### src/rtl/core/lcag_pkg.sv
package lcag_pkg;

    typedef enum logic [1:0] {
        OP_WRITE   = 2'd0,
        OP_ADVANCE = 2'd1,
        OP_READ    = 2'd2
    } op_t;

    typedef enum logic {
        REG_ROWS = 1'b0,
        REG_COLS = 1'b1
    } cfg_reg_t;

    typedef enum logic [2:0] {
        ST_CLEAR,
        ST_IDLE,
        ST_READ,
        ST_PRE,
        ST_ROW,
        ST_GEND,
        ST_DONE
    } state_t;

    // column of three cells: [2] row above, [1] current row, [0] row below
    typedef logic [2:0] colv_t;

    typedef struct packed {
        logic shift;
        logic first;
    } win_ctrl_t;

    localparam int unsigned CFG_W         = 7;
    localparam int unsigned GEN_W         = 10;
    localparam int unsigned BIRTH_COUNT   = 3;
    localparam int unsigned SURVIVE_COUNT = 2;

endpackage

### src/rtl/core/lcag_stencil.sv
module lcag_stencil
    import lcag_pkg::*;
    (
        input  logic      aclk,
        input  win_ctrl_t ctl,
        input  colv_t     col_in,
        output logic      cell_next
    );

    colv_t left_reg;
    colv_t mid_reg;
    logic [3:0] count;

    always_ff @(posedge aclk) begin
        if (ctl.shift) begin
            left_reg <= ctl.first ? '0 : mid_reg;
            mid_reg  <= col_in;
        end
    end

    always_comb begin
        count = 4'(left_reg[2]) + 4'(left_reg[1]) + 4'(left_reg[0])
              + 4'(mid_reg[2])  + 4'(mid_reg[0])
              + 4'(col_in[2])   + 4'(col_in[1])   + 4'(col_in[0]);
        cell_next = (count == 4'(BIRTH_COUNT))
                 || (mid_reg[1] && (count == 4'(SURVIVE_COUNT)));
    end

endmodule

### config.mk
export PLATFORM = sky130hd
export DESIGN_NAME = lcag_stencil
export DESIGN_NICKNAME = d
export VERILOG_FILES = /design/src/rtl/core/lcag_pkg.sv /design/src/rtl/core/lcag_stencil.sv
export SDC_FILE = /design/constraint.sdc
export NUM_CORES = 1
export LEC_CHECK = 0
export BUFFER_PORTS_ARGS = -buffer_cell sky130_fd_sc_hd__buf_2
export CAP_MARGIN = 10
export CORE_AREA = 2 2 39 41
export DETAILED_ROUTE_END_ITERATION = 10
export DIE_AREA = 0 0 41 43
export GPL_TIMING_DRIVEN = 0
export PLACE_DENSITY = 0.52
export REMOVE_ABC_BUFFERS = 1
export SLEW_MARGIN = 20
export SYNTH_ARGS = -nofsm -noshare
export SYNTH_HDL_FRONTEND = slang
export SYNTH_SLANG_ARGS = --single-unit
### constraint.sdc
create_clock -name aclk -period 7.7 [get_ports aclk]
set_clock_uncertainty 0.15 [all_clocks]
set_input_delay 1.54 -clock aclk [delete_from_list [all_inputs] [get_ports aclk]]
set_output_delay 1.54 -clock aclk [all_outputs]
set_load 0.05 [all_outputs]
==> impl.org <==
** Outcome
- Outcome :: finished, final reports clean

** Synth
- After synthesis, the cell types taking the most area are sky130_fd_sc_hd__edfxtp_1, sky130_fd_sc_hd__fa_1, sky130_fd_sc_hd__inv_1, sky130_fd_sc_hd__ha_1, sky130_fd_sc_hd__a211oi_2.
- Synthesis warning total :: 0
- In this run the mean area of a mapped cell was 12.3 um2.
- Synthesis instantiated 11 different standard cells from the library.
- The synthesized netlist occupies a cell area of 394 um2.
- Of all cell types, the one taking the most synthesized area is sky130_fd_sc_hd__edfxtp_1.
- Proportion of netlist area held by the largest area contributor :: 45.7%
- Summing the sequential cell areas from Yosys gives 45.7% of the chip area.
- Number of storage elements in the synthesis netlist :: 6
- Synthesis produced 32 cells.

** Critical path
- Cell mode on critical path :: sky130_fd_sc_hd__fa_1
- The setup check on the worst reg-to-reg path leaves a slack of 6.77 ns.
- Crit end category :: output pin
- For the worst flop-to-flop path, the logic depth is 1.
- On the critical path, the stage with the largest delay is an instance of sky130_fd_sc_hd__fa_1.
- For the worst setup path, the data required time is 6.01 ns.
- STA puts the critical path data arrival time at 4.52 ns.
- Setup crit start kind :: input port
- Reg2reg end :: left_reg[1]
- Kind of critical path :: input port to output pin
- Of all nets on the critical path, the largest fanout is 3.
- The startpoint identified for the worst register-to-register timing path is mid_reg[1].
- The largest single stage delay on the critical path is 0.55 ns.
- Buffering stage count on the worst path with inverters included :: 4
- The critical path goes through buf_2 -> inv_1 -> fa_1 -> fa_1 -> fa_1 -> inv_1 -> ha_1 -> fa_1 -> o211a_1 -> a211oi_2 -> buf_2.
- Family with the most delay on the worst path :: adder cells

** Hold path
- Hold Crit Start :: mid_reg[2]
- Hold worst-path end :: left_reg[2]
- Path type of the worst min-delay path :: register to register
- Number of instances on the worst hold path :: 2

** CTS
- Skew-Pair Late Insertion Delay :: 0.25 ns
- Clock sink count :: 6
- The number of setup buffers added after CTS is 0.
- Maximum level of the CTS H-tree :: 1
- Resized Gates After CTS :: 0
- After clock tree synthesis, the clock-pin slew on the worst setup and hold paths is 0.05 ns.
- TritonCTS built the clock tree.
- Hold repair after CTS inserted 0 buffers.
- Deepest clock path buffer count :: 2
- Counting the buffers created by CTS gives 3.
- The tree is rooted in a sky130_fd_sc_hd__clkbuf_4.

** Floorplanning
- Die extent in x :: 41 um
- Die outline area :: 1760 um2
- Site row count :: 14
- For this design the top-level I/O count stands at 7.
- Area of the placeable core :: 1380 um2
- Die outline height :: 43 um
- The initial utilization of the core area, before any placement, comes to 28.5%.

** Cells and area
- Net total in the final layout :: 56
- The number of antenna diodes in the final layout is 0.
- In the final layout, the share of cells above drive strength 1 is 24.4%.
- The count of cells in the finished layout, fillers not included, comes to 57.
- With fillers left out, the area of the finished cells amounts to 467 um2.
- The area growth from synthesis to layout is 18.4%.

** STA
- Slew at the pin closest to its max-slew limit :: 0.249 ns
- Headroom to the max-slew limit came out at 83.5%.
- Final cycle utilization of the critical path :: 80.6%
- Counting I/O delays and the setup requirement, the final critical path takes 6.21 ns.
- After routing, the total negative slack on setup checks comes to 0 ns.
- Setup violations remaining at the end of the flow were counted as 0.
- Max Clk Rate :: 0.161 GHz
- The max-slew violation total from the final report was 0.
- Setup repair after global routing left no endpoint under its margin.
- Count of final hold-check violations :: 0

** Global route
- Entering global routing, the biggest net connects 7 pins.
- Overall Global Routing Usage :: 10.8%
- Initial antenna violation count :: 0
- After global routing the overflow that remains totals 0.
- Global-route wire length before repair :: 1120 um
- Vias in the first global route :: 286

** Detailed routing
- In the routed design, unresolved DRC markers number 0.
- For this block, the routed nets add up to 601 um of wire.
- Count of nets left with antenna violations after detail routing :: 0
- Dividing the detail-routed via count by the number of cells gives 4.40.
- Initial DRT Pass Iterations :: 2
- Across all layers, the routed design uses 251 vias.
- Dividing the detail-routed wire length by the instance count gives 10.5 um.
- Number of design-rule violations left by the first detailed-router iteration :: 4

** Pwr
- Summed over all cells, the static leakage comes to 0.235 nW.
- Internal power consumption :: 72.1 uW
- Switching share of total power :: 35.6%
- Clock share of power :: 26.7%
- Max VDD drop :: 0.0768 mV
- Power density of the placed cells :: 240 nW/um2
- Power share of the combinational group :: 38.1%
- Total net switching power :: 39.9 uW
- In this run, flip-flops and latches consume 35.1% of the power.
- After layout, the design draws a total of 112 uW.

** Placed design
- In this run the cell area measured after placement is 444 um2.
- Input and output buffers added on the ports amount to 6.
- Placer Congestion :: 0.725
- After detailed placement, the design holds a cell count of 54.

** Job
- The tool flagged a number of max-cap violations equal to 0.
==> how the worst max path moves through the flow <==
stage	start	endpoint	slack, ns	cells past startpoint
6_report	col_in[0]	cell_next	1.49	11
5_1_grt	col_in[0]	cell_next	1.36	11
4_1_cts	col_in[0]	cell_next	1.48	11
3_5_place_dp	col_in[0]	cell_next	1.49	11
3_3_place_gp	col_in[0]	cell_next	1.52	11
2_1_floorplan	col_in[0]	cell_next	1.41	9
==> through the flow <==
step,hold WS [ns],worst slack [ns],util [%]
2_1_floorplan,0.381,1.41,-
3_3_place_gp,0.415,1.52,32.1
3_5_place_dp,0.436,1.49,32.1
4_1_cts,0.459,1.48,33.7
5_1_grt,0.466,1.36,33.7
6_report,0.442,1.49,33.7
==> worst min-delay path, stage by stage, from the launching register on <==
cell,delay (ns)
sky130_fd_sc_hd__edfxtp_1,0.32
sky130_fd_sc_hd__inv_1,0.06
sky130_fd_sc_hd__nor2_1,0.09
==> per-layer routing <==
layer  up-vias  part of all wire, %  track usage [%]
met2         7                   49             14.4
met4         0                  2.0             8.00
li1        118                    -                -
met1       124                   40             10.9
met3         2                  8.5             8.38
met5         -                    0                0
==> cell type report <==
type | count | area [um2]
Fill cell | 140 | 917
Sequential cell | 6 | 180
Multi-Input combinational cell | 15 | 173
Inverter | 11 | 41.3
Timing Repair Buffer | 6 | 30.0
Clock buffer | 3 | 22.5
Tap cell | 16 | 20.0
==> layout by cell type, fill, tap and decap left out, drive strengths merged <==
master,count
nor2,2
ha,3
o21ai,1
buf,6
o211a,1
clkbuf,3
edfxtp,6
nor2b,1
fa,4
a211oi,1
inv,11
nand3b,1
or2,1
==> synthesized netlist by cell type <==
library cell                n
sky130_fd_sc_hd__ha_1       3
sky130_fd_sc_hd__a211oi_2   1
sky130_fd_sc_hd__or2_1      1
sky130_fd_sc_hd__nor2_1     2
sky130_fd_sc_hd__nor2b_1    1
sky130_fd_sc_hd__o211a_1    1
sky130_fd_sc_hd__fa_1       4
sky130_fd_sc_hd__nand3b_1   1
sky130_fd_sc_hd__edfxtp_1   6
sky130_fd_sc_hd__o21ai_0    1
sky130_fd_sc_hd__inv_1     11
==> cells by family (layout without fill, tap and decap cells) <==
kind of cell	Yosys count	in the layout	synth area share (%)
flip-flops	6	6	45.7
AO/OA/AOI/OAI	3	3	6.98
buffers and inverters	11	20	10.5
AND/OR/NAND/NOR	5	5	6.99
adder cells (fa/ha/maj)	7	7	29.8
==> power groups by stage <==
stage / combinational [mW] / clock, mW / sequential (mW)
finish: 0.0427 / 0.0299 / 0.0393
global route: 0.0500 / 0.0340 / 0.0395
global placement: 0.0413 / 0 / 0.0399
floorplan: 0.0330 / 0 / 0.0397
CTS: 0.0436 / 0.0314 / 0.0394
detailed placement: 0.0433 / 0 / 0.0400
Power figures use the tool's default switching activity.
